`src/hw/rtl/mtep_pkg.sv`:
```
`default_nettype none
package mtep_pkg;

   localparam int DELTA_W     = 32;
   localparam int QUEUE_DEPTH = 4;
   localparam int QPTR_W      = 2;
   localparam int QCNT_W      = 3;

   localparam logic [7:0] DATA_MAX    = 8'h7F;
   localparam logic [7:0] TWO_MAX     = 8'hBF;
   localparam logic [7:0] ONE_MAX     = 8'hDF;
   localparam logic [7:0] CHAN_MAX    = 8'hEF;
   localparam logic [7:0] SYSEX_START = 8'hF0;
   localparam logic [7:0] META_START  = 8'hFF;
   localparam logic [7:0] SYSEX_END   = 8'hF7;
   localparam logic [7:0] META_EOT    = 8'h2F;

   localparam logic [2:0] ROLE_DELAY   = 3'd0;
   localparam logic [2:0] ROLE_STATUS  = 3'd1;
   localparam logic [2:0] ROLE_PARAM   = 3'd2;
   localparam logic [2:0] ROLE_SYSEX   = 3'd3;
   localparam logic [2:0] ROLE_MTYPE   = 3'd4;
   localparam logic [2:0] ROLE_MLEN    = 3'd5;
   localparam logic [2:0] ROLE_MDATA   = 3'd6;
   localparam logic [2:0] ROLE_IGNORED = 3'd7;

   localparam logic [3:0] CLASS_NONE  = 4'd0;
   localparam logic [3:0] CLASS_SYSEX = 4'd7;
   localparam logic [3:0] CLASS_META  = 4'd8;

   typedef enum logic [2:0] {
      PH_DELAY,
      PH_STATUS,
      PH_PARAM,
      PH_SYSEX,
      PH_MTYPE,
      PH_MLEN,
      PH_MDATA,
      PH_DEAD
   } phase_type;

   typedef struct packed {
      logic [7:0] data_byte;
      logic       track_start;
   } mtep_req_type;

   typedef struct packed {
      logic [7:0]         byte_value;
      logic [2:0]         byte_role;
      logic [7:0]         status_in_effect;
      logic [3:0]         event_class;
      logic               event_done;
      logic [DELTA_W-1:0] delta_time;
      logic               running_status_used;
      logic               track_end;
      logic               bad_status;
   } mtep_rsp_type;

   // pre-decoded byte as it travels from front to back
   typedef struct packed {
      logic [7:0] data_byte;
      logic       track_start;
      logic       is_data;
      logic       is_chan;
      logic       is_sysex;
      logic       is_meta;
      logic       is_eox;
      logic       is_eot;
      logic       is_zero;
      logic       two_params;
   } mtep_tag_type;

   function automatic logic [3:0] class_of(input logic [7:0] st);
      logic [3:0] cls;
      cls = CLASS_NONE;
      if (st[7] && st <= CHAN_MAX) begin
         cls = {1'b0, st[6:4]};
      end else if (st == SYSEX_START) begin
         cls = CLASS_SYSEX;
      end else if (st == META_START) begin
         cls = CLASS_META;
      end
      return cls;
   endfunction

   function automatic logic [1:0] param_count(input logic [7:0] st);
      logic [1:0] n;
      n = 2'd2;
      if (st > TWO_MAX && st <= ONE_MAX) begin
         n = 2'd1;
      end
      return n;
   endfunction

endpackage
`default_nettype wire

```
`src/hw/rtl/mtep_front.sv`:
```
`default_nettype none
module mtep_front
   import mtep_pkg::*;
(
   input  wire logic         push,
   input  wire mtep_req_type req_data,
   input  wire logic         q_full,
   output logic              q_push,
   output mtep_tag_type      q_tag
);

   logic [7:0] b;

   assign b      = req_data.data_byte;
   assign q_push = push && !q_full;

   always_comb begin
      q_tag             = '0;
      q_tag.data_byte   = b;
      q_tag.track_start = req_data.track_start;
      q_tag.is_data     = (b <= DATA_MAX);
      q_tag.is_chan     = b[7] && (b <= CHAN_MAX);
      q_tag.is_sysex    = (b == SYSEX_START);
      q_tag.is_meta     = (b == META_START);
      q_tag.is_eox      = (b == SYSEX_END);
      q_tag.is_eot      = (b == META_EOT);
      q_tag.is_zero     = (b == 8'd0);
      q_tag.two_params  = (param_count(b) == 2'd2);
   end

endmodule
`default_nettype wire

```
`src/hw/rtl/mtep_queue.sv`:
```
`default_nettype none
module mtep_queue
   import mtep_pkg::*;
(
   input  wire logic         clock,
   input  wire logic         reset,
   input  wire logic         wr_en,
   input  wire mtep_tag_type wr_tag,
   input  wire logic         rd_en,
   output mtep_tag_type      rd_tag,
   output logic              q_full,
   output logic              q_valid
);

   mtep_tag_type      mem_ff [QUEUE_DEPTH];
   logic [QPTR_W-1:0] wr_ptr_ff, wr_ptr_in;
   logic [QPTR_W-1:0] rd_ptr_ff, rd_ptr_in;
   logic [QCNT_W-1:0] count_ff, count_in;
   logic              do_wr, do_rd;

   assign do_wr   = wr_en && !q_full;
   assign do_rd   = rd_en && q_valid;
   assign q_full  = (count_ff == QCNT_W'(QUEUE_DEPTH));
   assign q_valid = (count_ff != '0);
   assign rd_tag  = mem_ff[rd_ptr_ff];

   always_comb begin
      wr_ptr_in = do_wr ? wr_ptr_ff + 1'b1 : wr_ptr_ff;
      rd_ptr_in = do_rd ? rd_ptr_ff + 1'b1 : rd_ptr_ff;
      count_in  = count_ff;
      if (do_wr && !do_rd) begin
         count_in = count_ff + 1'b1;
      end else if (do_rd && !do_wr) begin
         count_in = count_ff - 1'b1;
      end
   end

   always_ff @(posedge clock) begin
      if (reset) begin
         wr_ptr_ff <= '0;
         rd_ptr_ff <= '0;
         count_ff  <= '0;
      end else begin
         wr_ptr_ff <= wr_ptr_in;
         rd_ptr_ff <= rd_ptr_in;
         count_ff  <= count_in;
      end
   end

   always_ff @(posedge clock) begin
      if (do_wr) begin
         mem_ff[wr_ptr_ff] <= wr_tag;
      end
   end

endmodule
`default_nettype wire

```
`src/hw/rtl/mtep_back.sv`:
```
`default_nettype none
module mtep_back
   import mtep_pkg::*;
#(
   parameter int DELAY_WIDTH = 32
) (
   input  wire logic         clock,
   input  wire logic         reset,
   input  wire logic         q_valid,
   input  wire mtep_tag_type q_tag,
   output logic              q_pop,
   input  wire logic         pop,
   output logic              empty,
   output mtep_rsp_type      rsp_data
);

   phase_type              phase_ff, phase_in, ph;
   logic [DELAY_WIDTH-1:0] delay_ff, delay_in, acc;
   logic [7:0]             last_ff, last_in, last;
   logic [7:0]             cur_ff, cur_in, cur;
   logic [1:0]             params_ff, params_in, params;
   logic [7:0]             meta_ff, meta_in, meta;
   logic                   reused_ff, reused_in, reused;
   logic                   valid_ff, valid_in;
   mtep_rsp_type           rsp_ff, rsp_in;
   logic [7:0]             b;
   logic [DELAY_WIDTH-1:0] dt;
   logic [DELAY_WIDTH-1:0] acc_shift;
   logic                   done, bad, tend;
   logic [2:0]             role;
   logic [1:0]             last_params;

   assign q_pop    = q_valid && (!valid_ff || pop);
   assign empty    = !valid_ff;
   assign rsp_data = rsp_ff;
   assign b        = q_tag.data_byte;

   always_comb begin
      // track start clears the parser before this byte
      ph     = q_tag.track_start ? PH_DELAY : phase_ff;
      acc    = q_tag.track_start ? '0 : delay_ff;
      last   = q_tag.track_start ? '0 : last_ff;
      cur    = q_tag.track_start ? '0 : cur_ff;
      params = q_tag.track_start ? '0 : params_ff;
      meta   = q_tag.track_start ? '0 : meta_ff;
      reused = q_tag.track_start ? 1'b0 : reused_ff;

      acc_shift   = {acc[DELAY_WIDTH-8:0], b[6:0]};
      last_params = param_count(last);

      phase_in  = ph;
      delay_in  = acc;
      last_in   = last;
      cur_in    = cur;
      params_in = params;
      meta_in   = meta;
      reused_in = reused;
      done      = 1'b0;
      bad       = 1'b0;
      tend      = 1'b0;
      role      = ROLE_IGNORED;
      dt        = acc;

      case (ph)
         PH_DELAY: begin
            role     = ROLE_DELAY;
            delay_in = acc_shift;
            dt       = acc_shift;
            if (!b[7]) begin
               phase_in = PH_STATUS;
            end
         end
         PH_STATUS: begin
            role = ROLE_STATUS;
            if (q_tag.is_data) begin
               if (last == 8'd0) begin
                  bad      = 1'b1;
                  cur_in   = '0;
                  phase_in = PH_DEAD;
               end else begin
                  cur_in    = last;
                  reused_in = 1'b1;
                  role      = ROLE_PARAM;
                  params_in = last_params - 2'd1;
                  if (last_params == 2'd1) begin
                     done     = 1'b1;
                     phase_in = PH_DELAY;
                  end else begin
                     phase_in = PH_PARAM;
                  end
               end
            end else if (q_tag.is_chan) begin
               cur_in    = b;
               last_in   = b;
               reused_in = 1'b0;
               params_in = q_tag.two_params ? 2'd2 : 2'd1;
               phase_in  = PH_PARAM;
            end else if (q_tag.is_sysex) begin
               cur_in    = b;
               reused_in = 1'b0;
               phase_in  = PH_SYSEX;
            end else if (q_tag.is_meta) begin
               cur_in    = b;
               reused_in = 1'b0;
               phase_in  = PH_MTYPE;
            end else begin
               bad      = 1'b1;
               cur_in   = b;
               phase_in = PH_DEAD;
            end
         end
         PH_PARAM: begin
            role      = ROLE_PARAM;
            params_in = params - 2'd1;
            if (params == 2'd1) begin
               done     = 1'b1;
               phase_in = PH_DELAY;
            end
         end
         PH_SYSEX: begin
            role = ROLE_SYSEX;
            if (q_tag.is_eox) begin
               done     = 1'b1;
               phase_in = PH_DELAY;
            end
         end
         PH_MTYPE: begin
            role = ROLE_MTYPE;
            if (q_tag.is_eot) begin
               tend     = 1'b1;
               done     = 1'b1;
               phase_in = PH_DEAD;
            end else begin
               phase_in = PH_MLEN;
            end
         end
         PH_MLEN: begin
            role    = ROLE_MLEN;
            meta_in = b;
            if (q_tag.is_zero) begin
               done     = 1'b1;
               phase_in = PH_DELAY;
            end else begin
               phase_in = PH_MDATA;
            end
         end
         PH_MDATA: begin
            role    = ROLE_MDATA;
            meta_in = meta - 8'd1;
            if (meta == 8'd1) begin
               done     = 1'b1;
               phase_in = PH_DELAY;
            end
         end
         default: begin
            role = ROLE_IGNORED;
         end
      endcase

      rsp_in            = '0;
      rsp_in.byte_value = b;
      rsp_in.byte_role  = role;
      rsp_in.event_done = done;
      rsp_in.track_end  = tend;
      rsp_in.bad_status = bad;
      if (role == ROLE_DELAY) begin
         rsp_in.delta_time = DELTA_W'(dt);
      end else if (role != ROLE_IGNORED) begin
         rsp_in.delta_time          = DELTA_W'(dt);
         rsp_in.status_in_effect    = cur_in;
         rsp_in.event_class         = bad ? CLASS_NONE : class_of(cur_in);
         rsp_in.running_status_used = reused_in;
      end

      if (done || bad) begin
         delay_in  = '0;
         cur_in    = '0;
         reused_in = 1'b0;
         params_in = '0;
         meta_in   = '0;
      end

      valid_in = q_pop || (valid_ff && !pop);
   end

   always_ff @(posedge clock) begin
      if (reset) begin
         phase_ff  <= PH_DELAY;
         delay_ff  <= '0;
         last_ff   <= '0;
         cur_ff    <= '0;
         params_ff <= '0;
         meta_ff   <= '0;
         reused_ff <= 1'b0;
         valid_ff  <= 1'b0;
      end else begin
         valid_ff <= valid_in;
         if (q_pop) begin
            phase_ff  <= phase_in;
            delay_ff  <= delay_in;
            last_ff   <= last_in;
            cur_ff    <= cur_in;
            params_ff <= params_in;
            meta_ff   <= meta_in;
            reused_ff <= reused_in;
         end
      end
   end

   always_ff @(posedge clock) begin
      if (q_pop) begin
         rsp_ff <= rsp_in;
      end
   end

endmodule
`default_nettype wire

```
`src/hw/rtl/midi_track_event_parser_unit.sv`:
```
// midi track event parser
// input queue: drive req_data and raise push; a request is taken at a rising
//    edge where push is high and full is low. one request per track byte.
//    set track_start on the first byte of a track to clear the parser.
// result queue: while empty is low, rsp_data holds the result of the oldest
//    byte; raise pop to take it. exactly one result per request, in order.
// a front stage decodes each byte and writes it into a four-entry queue;
//    a back stage runs the parser state and loads the result register.
// each request is written into the queue at the accepting edge; the parser step
//    then loads its result into the result register once that is free or popped.
// throughput: one request per cycle, sustained, as long as results are
//    popped; the parser step in the back stage sets this.
// when pop stays low the result register holds, the queue fills, and full
//    rises after four more requests; nothing is dropped.
// reset clears the queue, the result register valid and all parser state;
//    full is low after reset, so the block accepts requests right away.
// DELAY_WIDTH (28 to 32) sets the delta time accumulator width; it wraps.
`default_nettype none
module midi_track_event_parser_unit
   import mtep_pkg::*;
#(
   parameter int DELAY_WIDTH = 32
) (
   input  wire logic         clock,
   input  wire logic         reset,
   input  wire logic         push,
   output logic              full,
   input  wire mtep_req_type req_data,
   output logic              empty,
   input  wire logic         pop,
   output mtep_rsp_type      rsp_data
);

   logic         q_push;
   mtep_tag_type q_wr_tag;
   mtep_tag_type q_rd_tag;
   logic         q_full;
   logic         q_valid;
   logic         q_pop;

   assign full = q_full;

   mtep_front u_front (
      .push     (push),
      .req_data (req_data),
      .q_full   (q_full),
      .q_push   (q_push),
      .q_tag    (q_wr_tag)
   );

   mtep_queue u_queue (
      .clock   (clock),
      .reset   (reset),
      .wr_en   (q_push),
      .wr_tag  (q_wr_tag),
      .rd_en   (q_pop),
      .rd_tag  (q_rd_tag),
      .q_full  (q_full),
      .q_valid (q_valid)
   );

   mtep_back #(
      .DELAY_WIDTH (DELAY_WIDTH)
   ) u_back (
      .clock    (clock),
      .reset    (reset),
      .q_valid  (q_valid),
      .q_tag    (q_rd_tag),
      .q_pop    (q_pop),
      .pop      (pop),
      .empty    (empty),
      .rsp_data (rsp_data)
   );

endmodule
`default_nettype wire
```
`config.mk`:
```
export PLATFORM = sky130hd
export DESIGN_NAME = midi_track_event_parser_unit
export DESIGN_NICKNAME = d
export VERILOG_FILES = /design/src/hw/rtl/mtep_pkg.sv /design/src/hw/rtl/mtep_front.sv /design/src/hw/rtl/mtep_queue.sv /design/src/hw/rtl/mtep_back.sv /design/src/hw/rtl/midi_track_event_parser_unit.sv
export SDC_FILE = /design/constraint.sdc
export NUM_CORES = 1
export LEC_CHECK = 0
export BUFFER_PORTS_ARGS = -buffer_cell sky130_fd_sc_hd__clkbuf_2
export CAP_MARGIN = 40
export CORE_MARGIN = 8
export CORE_UTILIZATION = 59
export CTS_CLUSTER_DIAMETER = 200
export DETAILED_ROUTE_END_ITERATION = 10
export GPL_ROUTABILITY_DRIVEN = 0
export PLACE_DENSITY = 0.83
export SETUP_SLACK_MARGIN = 0.15
export SLEW_MARGIN = 20
export SYNTH_ARGS = -nofsm -noshare
export SYNTH_HDL_FRONTEND = slang
export SYNTH_HIERARCHICAL = 1
export SYNTH_SLANG_ARGS = --single-unit
```
`constraint.sdc`:
```
create_clock -name clock -period 4.4 [get_ports clock]
set_input_delay 0 -clock clock [delete_from_list [all_inputs] [get_ports clock]]
set_output_delay 0 -clock clock [all_outputs]
set_load 0.01 [all_outputs]
```
After elaboration in Yosys (flattened, before gate mapping)
Memories as Yosys holds them, arrays and structs flattened. A register that Yosys moved wholly into a read port is not among the register bits.
Cells that the tools add are included.

storage, ports and cells
  flip-flop bits (word level) = 129
  bits in writable memories = 68
  logic and storage cells = 158
  memories = 1

memory list
  name            depth  bits a word  rd ports  clocked after memory_dff  wr ports  RTL line          text
  u_queue.mem_ff  4      17           1         1                         1         mtep_queue.sv:15  mtep_tag_type mem_ff [QUEUE_DEPTH];

operators by class
  $add $sub $neg = 7
  $lt $le $gt $ge = 7
  equality and inequality tests = 18
  muxes and demuxes = 75
  bitwise operators = 1
  reduce and logical (&&, ||, !) cells = 28

operator list
  cell                                                                   count
  32-bit two-way mux                                                     4
  8-bit two-way mux                                                      11
  3-bit two-way mux                                                      15
  3-bit one-hot mux with 7 select lines                                  2
  8-bit == test, second input constant                                   5
  33-bit two-way mux                                                     1
  8-bit <= comparator, second input constant                             4
  2-bit two-way mux                                                      14
  1-bit two-way mux                                                      24
  8-bit greater-than comparator, second input constant                   2
  8-bit zero test                                                        2
  8-bit one-hot mux with 2 select lines                                  1
  3-bit == test, second input constant                                   4
  1-bit logical AND                                                      11
  8-bit by 1-bit == test with 1-bit output, second input constant        1
  8-bit by 6-bit == test with 1-bit output, second input constant        1
  8-bit by 7-bit <= comparator with 1-bit output, second input constant  1
  8-bit by 1-bit subtractor with 8-bit output, second input constant     1
  3-bit by 2-bit == test with 1-bit output, second input constant        2
  3-bit zero test                                                        2
  1-bit one-hot mux with 6 select lines                                  1
  1-bit zero test                                                        5
  5-bit OR reduction                                                     1
  2-bit by 1-bit adder with 2-bit output, second input constant          2
  15 further kinds                                                       19

Depth between registers and ports, before layout
  word-level depth = 11
  gate-level depth with buffers = 16

Modules after synthesis
The synthesis kept the hierarchy.

by module, submodules not included
  module      instances  cells an instance  area an instance (µm²)  sequential area each (µm²)
  mtep_back   1          478                5,298.8                 3,032.9
  mtep_queue  1          137                2,937.8                 2,222.1
  mtep_front  1          24                 155.1                   0.0

Worst setup path before layout
No wires, ideal clock.

  kind = reg2reg
  start point = register (tool-made name)
  end point = register u_back.meta_ff[5]
  library setup time = 0.059 ns
  arrival time = 3.491 ns
  required time = 4.341 ns
  slack = 0.850 ns
  stages on the path, launching flop included = 17
  buffers on the path = 6
  period minus slack after synthesis = 3.550 ns
  cell sequence = dfxtp_1 buf_6 buf_12 mux4_2 buf_2 inv_1 clkbuf_1 clkbuf_1 nand2_1 ha_1 mux2i_1 nor3b_1 o21ai_0 nand3_1 nor4_4 buf_2 a22o_1

RTL lines
  item                    RTL line          text
  end signal: assignment  mtep_back.sv:204  meta_ff <= meta_in;
  end: declaration        mtep_back.sv:22   logic [7:0] meta_ff, meta_in, meta;

==> run metrics <==
status finished clean; arrival time worst endpoint 3430 ps; Max Transition Viols Final 0; CTS root buf clkbuf_16; Layout Cells excl Fill 903; Async SR Flop Fraction 0%; Post-CTS Setup Bufs 0; Worst Clk Skew 7.03 ps; DRT Pass-1 Iters 6; Pwr per Cell Area 658 mW/mm²; Total Routed Length 19000 µm; Seq/Total Area, Yosys 62.6%; fin nets 732; slowest CP cell or4b_1; First DRT Iteration DRCs 708; final worst-path cycle share 73.7%; Most used DFF post-synth edfxtp_1; Final setup viols 0; endpoints failing hold 0; Yosys cell types 71; Crit Path Max Fanout 16; Sum Neg Setup Slack 0 ps; clk buf depth 2; Starting Density 60.5%; WL per Instance 21.0 µm; Vias 5783; Worst slew margin 52.1%; Worst Max-Slew Pin Slew 718 ps; Period minus WS final 3240 ps; commonest non-fill, non-tap cells in the layout edfxtp_1, clkbuf_2, dfxtp_1, nor2_1, a22o_1; post-synthesis cell area 0.00839 mm²; initial antenna violation count 0; post-placement cell area 0.00887 mm²; Placed Cells 856; Remaining Overflow, GRT 0; CP Buf/Inv Count 0; Mapped Cells 639; final hold slack 65.3 ps; Buffers on Ports 73; Worst Path Required 4590 ps; H-tree Lvls 4; WL met1 7120 µm; antenna viol nets, final 0; DRC errors left 0; Max VDD drop 458 µV; TritonCTS clock tree done; full die area 0.0183 mm²; CTS Buf Count 17; io pins 74; vias in the first global route 5718; synth warn 6; kind of critical path reg -> reg; Syn Nets 661; number of flops mapped to enable cells by yosys 127; commonest non-fill, non-tap cell in the layout edfxtp_1; DR WL met2 9660 µm; met3 WL 1640 µm; Max Clk Rate 308 MHz; Yosys reg bits 199; final instance area 0.00960 mm²; FP Rows 43; crit-path cells mux4_2 -> or4b_1 -> nor2_4 -> a221o_1 -> nand4_1 -> mux2_2 -> nor2_1; share of cells above drive strength 1 22.1%; chip width 135 µm; register clock-pin slew on the reported worst setup and hold paths 70 ps; Skew-Pair Late Insertion Delay 430 ps; chip height 135 µm; Crit path largest cell delay 830 ps; pin count of the biggest net entering global routing 69; first-pass GRT wire length 30200 µm; RSZ-0062 raised after global routing no; worst hold path class in -> reg; Top delay family on crit path simple AND/OR/NAND/NOR gates; Critical Path Start Type flip-flop; HPWL Detailed 12500 µm; Top Layer Used met4; Overall Global Routing Usage 21.2%; n_diodes 0; P_leak 3.45 nW; Max Cap Viol 0; Num Clock Sinks 199; Core Box Area 0.0139 mm²; DR vias/cell 6.40; Avg Cell Area, Syn 13.1 µm²; CP endpoint kind flip-flop; synth-to-layout area growth 14.4%
-- metrics by stage --
stage               setup WS (ps)  total power [mW]  utilization [%]
floorplan                     850              4.12                -
global placement             1320              4.72             63.6
detailed placement           1210              4.85             63.9
CTS                          1180              6.29             68.6
global route                 1000              6.62             69.2
finish                       1160              6.32             69.2
-- cell families (layout without fill, tap and decap cells) --
logic type                 Yosys count  count (layout)  share of synthesized area [%]
xor gates and xnor gates             6               6                          0.626
buffers and inverters               66             150                           3.91
muxes                               21              21                           5.05
and+or+nand+nor                    180             180                           11.2
adders and majority gates            9               9                           1.43
AOI/OAI and AO/OA                  158             158                           15.2
DFF                                199             199                           62.6
-- where the power goes --
part	total (mW)	switching (mW)	internal, mW	leakage, nW
Clock	1.44	0.661	0.780	0.269
Sequential	2.73	0.225	2.51	1.79
Combinational	2.15	1.39	0.757	1.39
-- path summary, 6_finish.rpt --
| path | from | endpoint | slack, ps | cells past startpoint |
|---|---|---|---|---|
| setup reg to reg | flip-flop | u_back/rsp_data[36]$_SDFFCE_PP0P_ | 1160 | 7 |
| setup / recovery | flip-flop | u_back/rsp_data[36]$_SDFFCE_PP0P_ | 1160 | 7 |
| hold reg to reg | u_back/cur_ff[0]$_SDFFE_PP0P_ | u_back/cur_ff[0]$_SDFFE_PP0P_ | 470 | 2 |
| hold / removal | push | u_queue/wr_ptr_ff[0]$_SDFFE_PP0P_ | 70 | 5 |
-- repair_timing --
action | CTS | global route
gates resized for setup | 0 | 0
hold buffers | 10 | 0
hold endpoints to repair | 49 | 0
-- cell usage after synthesis, types with 9 or more instances --
library cell | count | share of area, %
nand2_1 | 34 | 1.5
o21ai_0 | 20 | 1.2
and3_1 | 11 | 0.82
mux4_2 | 17 | 4.6
buf_2 | 9 | 0.54
buf_4 | 10 | 0.89
inv_1 | 15 | 0.67
nor2_1 | 62 | 2.8
dfxtp_1 | 72 | 17
a22o_1 | 42 | 4.4
and2_1 | 12 | 0.89
a21oi_1 | 11 | 0.66
clkbuf_1 | 26 | 1.2
nor3_1 | 14 | 0.83
a22oi_1 | 36 | 3.2
edfxtp_1 | 127 | 45
-- area by class of cell --
| class | count | area [µm²] |
|---|---|---|
| well taps | 180 | 225 |
| fillers | 927 | 4280 |
| flip-flops and latches | 199 | 5260 |
| repair buffers | 102 | 663 |
| clock inverters | 15 | 129 |
| inverters | 16 | 60.1 |
| multi-input cells | 374 | 2840 |
| clock buffers | 17 | 425 |
-- worst reg2reg max path: stages (launching register included) --
cell,delay (ps)
dfxtp_1,360
mux4_2,600
or4b_1,830
nor2_4,390
a221o_1,350
nand4_1,170
mux2_2,260
nor2_1,40
-- state kept, by name (all words and copies together) (netlist names), named ones only --
signal             flops
u_queue/mem_ff        68
u_queue/wr_ptr_ff      2
u_back/delay_ff       32
u_back/cur_ff          8
u_back/phase_ff        3
u_back/meta_ff         8
u_back/rsp_data       59
u_queue/rd_ptr_ff      2
u_queue/count_ff       3
u_back/last_ff         8
u_back/reused_ff       1
u_back/valid_ff        1
u_back/params_ff       2
-- routing by layer --
metal | up-vias | global-route usage (%)
met5 | - | 0
met4 | 0 | 11.6
met3 | 47 | 5.42
met2 | 313 | 35.2
met1 | 2807 | 24.9
li1 | 2616 | -
(Power assumes the default switching activity.)
